==> src/hw/rtl/tcw_mod_unit.sv <==
// Modulo of a non-negative value by a constant, by registered reciprocal multiplication.
module tcw_mod_unit #(
    parameter int M     = 80,
    parameter int VAL_W = 9,
    parameter int RES_W = 7
) (
    input  logic             i_clk,
    input  logic             i_rst_n,
    input  logic             i_start,
    input  logic [VAL_W-1:0] i_value,
    output logic             o_done,
    output logic [RES_W-1:0] o_result
);

    // Quotient by multiply and shift; exact for every VAL_W-bit value
    localparam int SHIFT  = VAL_W + $clog2(M);
    localparam int PROD_W = VAL_W + SHIFT;
    localparam logic [SHIFT-1:0] RECIP = SHIFT'(((1 << SHIFT) + M - 1) / M);

    logic              r_mul_vld;
    logic              r_sub_vld;
    logic              r_done;
    logic [VAL_W-1:0]  r_val;
    logic [VAL_W-1:0]  r_quo;
    logic [VAL_W-1:0]  r_rem;
    logic [PROD_W-1:0] w_prod;

    assign w_prod = PROD_W'(r_val) * PROD_W'(RECIP);

    // Stage valids: load, quotient, remainder
    always_ff @(posedge i_clk) begin
        if (!i_rst_n) begin
            r_mul_vld <= 1'b0;
            r_sub_vld <= 1'b0;
            r_done    <= 1'b0;
        end else begin
            r_mul_vld <= i_start;
            r_sub_vld <= r_mul_vld;
            r_done    <= r_sub_vld;
        end
    end

    // Datapath; r_val holds until the remainder is taken
    always_ff @(posedge i_clk) begin
        if (i_start) begin
            r_val <= i_value;
        end
        if (r_mul_vld) begin
            r_quo <= w_prod[PROD_W-1:SHIFT];
        end
        if (r_sub_vld) begin
            r_rem <= r_val - VAL_W'(r_quo * VAL_W'(M));
        end
    end

    assign o_done   = r_done;
    assign o_result = RES_W'(r_rem);

endmodule

==> config.mk <==
export PLATFORM = sky130hd
export DESIGN_NAME = tcw_mod_unit
export DESIGN_NICKNAME = d
export VERILOG_FILES = /design/src/hw/rtl/tcw_mod_unit.sv
export SDC_FILE = /design/constraint.sdc
export NUM_CORES = 1
export LEC_CHECK = 0
export BUFFER_PORTS_ARGS = -buffer_cell sky130_fd_sc_hd__buf_4
export CAP_MARGIN = 0
export CORE_MARGIN = 2
export CORE_UTILIZATION = 60
export CTS_CLUSTER_DIAMETER = 200
export DETAILED_ROUTE_END_ITERATION = 10
export PLACE_DENSITY = 0.93
export SLEW_MARGIN = 15
export SYNTH_ARGS = -nofsm -noshare
export SYNTH_HDL_FRONTEND = slang
export SYNTH_SLANG_ARGS = --single-unit
==> constraint.sdc <==
create_clock -name i_clk -period 4.4 [get_ports i_clk]
set_clock_uncertainty 0.1 [all_clocks]
set_input_delay 0.22 -clock i_clk [delete_from_list [all_inputs] [get_ports i_clk]]
set_output_delay 0.22 -clock i_clk [all_outputs]
set_load 0.01 [all_outputs]
==> results.toml <==
[route]
drt_iter0_markers = 62
num_vias = 1398
via_per_inst = 5.53
wl_mm = 4.38
wl_per_cell_um = 17.3
ant_nets = 0
drcViolationCount = 0
first_pass_iters = 4

[worst_setup_path]
endpoint_kind = "flop"
cp_common_cell = "ha_1"
worstPathRequired_ns = 4.45
path_max_fanout = 4
path_buf_inv = 2
critPathKind = "flop to flop"
r2r_start = "r_val[1]"
startpoint = "r_val[1]"
slowest_delay_ns = 0.54
arrival_ns = 3.94
crit_path_cell_trace = "ha_1 -> xor2_1 -> ha_1 -> fa_1 -> inv_1 -> fa_1 -> inv_1 -> ha_1 -> a41oi_1 -> nand3_1 -> and3_1 -> a311oi_1"
startpoint_type = "flop"
cp_slowest_cell = "fa_1"
cpLargestDelayFamily = "adder cells"

[synthesis]
synth-main-ff-cell = "edfxtp_1"
synth_seq_cells = 22
ys_async_sr_fraction = 0
synth.distinct_cells = 31
synth.area.mux_share = 0
synth_enable_flop_cells = 19
yosys.area_share.simple = 0.0590
yosys-top-cells-area = "ha_1, edfxtp_1, fa_1"
synth_compound_area_frac = 0.0817
syn_inst = 176
synth_top_cell_area_share = 0.301
post_synth_fa_ha_maj_area_fraction = 0.439
yosysSeqAreaShare = 0.310
synth_area_mm2 = 0.00204
synthesis.nets = 251
ys_warn_count = 0
syn_area_per_cell_um2 = 11.6
synth_top_family_by_area = "adder cells"
post_synth_xor_area_fraction = 0.0301
yosys.area.top_type = "ha_1"

[global_route]
grt_pass1_vias = 1556
grt_pass1_wl_mm = 7.33
grt_max_degree = 13
grt.total_usage = 0.251
antenna_found_initial = 0
overflow = 0

[layout]
area_delta_synth_final_pct = 15.0
fin_nets = 283
diodes = 0
drive_gt1_frac = 0.135

[sta]
tightest_slew_ns = 0.359
setup_viol = 0
drv_slew = 0
rsz0062_at_grt = "false"
finalCritPeriodShare = 0.884
hold_violations = 0
fin_ws_ns = 0.512
max_freq_ghz = 0.257
period_minus_slack_ns = 3.89
finalSetupTns_ns = 0
relSlewSlack = 0.760

[hold_path]
hp-start = "i_rst_n"
worst_hold_path_type = "input port to flop"

[run_status]
status = "finished, final reports clean"

[die]
initial_core_util = 0.615
fp.dieH_um = 62.3
io_pins = 20
num_rows = 21
die_area_mm2 = 0.00388
die_w_um = 62.3
design.core.area_mm2 = 0.00331

[clock_tree]
clk_latency_ns = 0.32
cts_buffer_depth = 2
cts-htree-levels = 1
cts.sinks = 22
tritoncts = "yes"
cts_inserted_buffers = 3
root_buffer = "clkbuf_4"
clk_pin_slew_ns = 0.13

[power]
leakage_nw = 1.17
powerDensity_mw_per_mm2 = 442
p_total_mw = 1.04
max-vdd-ir-drop_v = 0.000324

[flow_run]
drv_cap = 0

[place]
post-dp-hpwl_mm = 3.55
place_ws_ns = 0.554
placement.io_buffers = 19
place_congestion = 0.929
[synthesized netlist by cell type (all sizes together) (2+ instances only)]
| master | count |
|---|---|
| ha | 49 |
| inv | 41 |
| edfxtp | 19 |
| fa | 14 |
| a21oi | 9 |
| nand3 | 6 |
| nand4 | 4 |
| xor2 | 4 |
| and2 | 3 |
| dfxtp | 3 |
| o211ai | 3 |
| xnor2 | 3 |
| nand2 | 2 |
| nor3 | 2 |
[sequential cells by signal, indices dropped and copies added (netlist names)]
signal and count:
r_sub_vld 1, r_val 9, r_rem 7, r_mul_vld 1, r_quo 3, o_done 1
[metal layers]
metal | track usage | vias up | wire length, um
li1 | - | 673 | -
met1 | 0.281 | 682 | 1730
met2 | 0.497 | 37 | 2470
met3 | 0.0417 | 6 | 146
met4 | 0.0472 | 0 | 38
met5 | 0 | - | 0
[area by class of cell]
cell class,count,area [um^2]
Multi-Input combinational cell,112,1240
Fill cell,235,968
Sequential cell,22,631
Timing Repair Buffer,28,233
Inverter,41,154
Tap cell,46,57.6
Clock buffer,4,26.3
[cell usage in the layout (no fill, tap or decap), drive strengths merged]
master / Yosys / final
a21oi: 9 / 9
a21o: 1 / 1
nor3: 2 / 2
clkbuf: 0 / 4
o22ai: 1 / 1
fa: 14 / 14
xor2: 4 / 4
inv: 41 / 41
nand2: 2 / 2
and2: 3 / 3
o211a: 1 / 1
o221a: 1 / 1
o2111a: 1 / 1
ha: 49 / 49
nor2: 1 / 1
xnor2: 3 / 3
o2bb2ai: 1 / 1
a41oi: 1 / 1
edfxtp: 19 / 19
o211ai: 3 / 3
buf: 1 / 19
a2bb2oi: 1 / 1
nand3: 6 / 6
dlygate4sd3: 0 / 9
nand4: 4 / 4
and3: 1 / 1
dfxtp: 3 / 3
o21a: 1 / 1
a311oi: 1 / 1
or2: 1 / 1
[cells by family after synthesis]
kind of cell | after synthesis
AO/OA/AOI/OAI | 22
XOR/XNOR | 7
AND/OR/NAND/NOR | 20
buffers and inverters | 42
flip-flops | 22
adder cells (fa/ha/maj) | 63
[power by group]
group	total, mW	internal (mW)	switching (mW)
Clock	0.105	0.0355	0.0692
Sequential	0.278	0.259	0.0188
Combinational	0.653	0.277	0.376
Total	1.04	0.572	0.464
[stage by stage]
| stage | hold slack (ns) | instances | utilization | cell area [um^2] |
|---|---|---|---|---|
| floorplan | 0.219 | 176 | - | 2040 |
| global placement | 0.299 | 240 | 0.672 | 2230 |
| detailed placement | 0.299 | 240 | 0.672 | 2230 |
| CTS | 0.0223 | 253 | 0.707 | 2340 |
| global route | 0.00956 | 253 | 0.707 | 2340 |
| finish | 0.0265 | 253 | 0.707 | 2340 |
[repair_timing]
item	4_1_cts	5_1_grt
resized for setup	0	0
endpoints found under the hold margin	9	0
hold buffers	9	0
buffers inserted	0	0
[worst paths after layout]
check                            endpoint  slack [ns]  cells after the start
worst max-delay path             r_quo[1]        0.51                     12
worst min-delay path            r_mul_vld        0.03                      2
worst max register to register   r_quo[1]        0.51                     12
worst min register to register   r_rem[2]        0.45                      0
(Power assumes the default switching activity.)
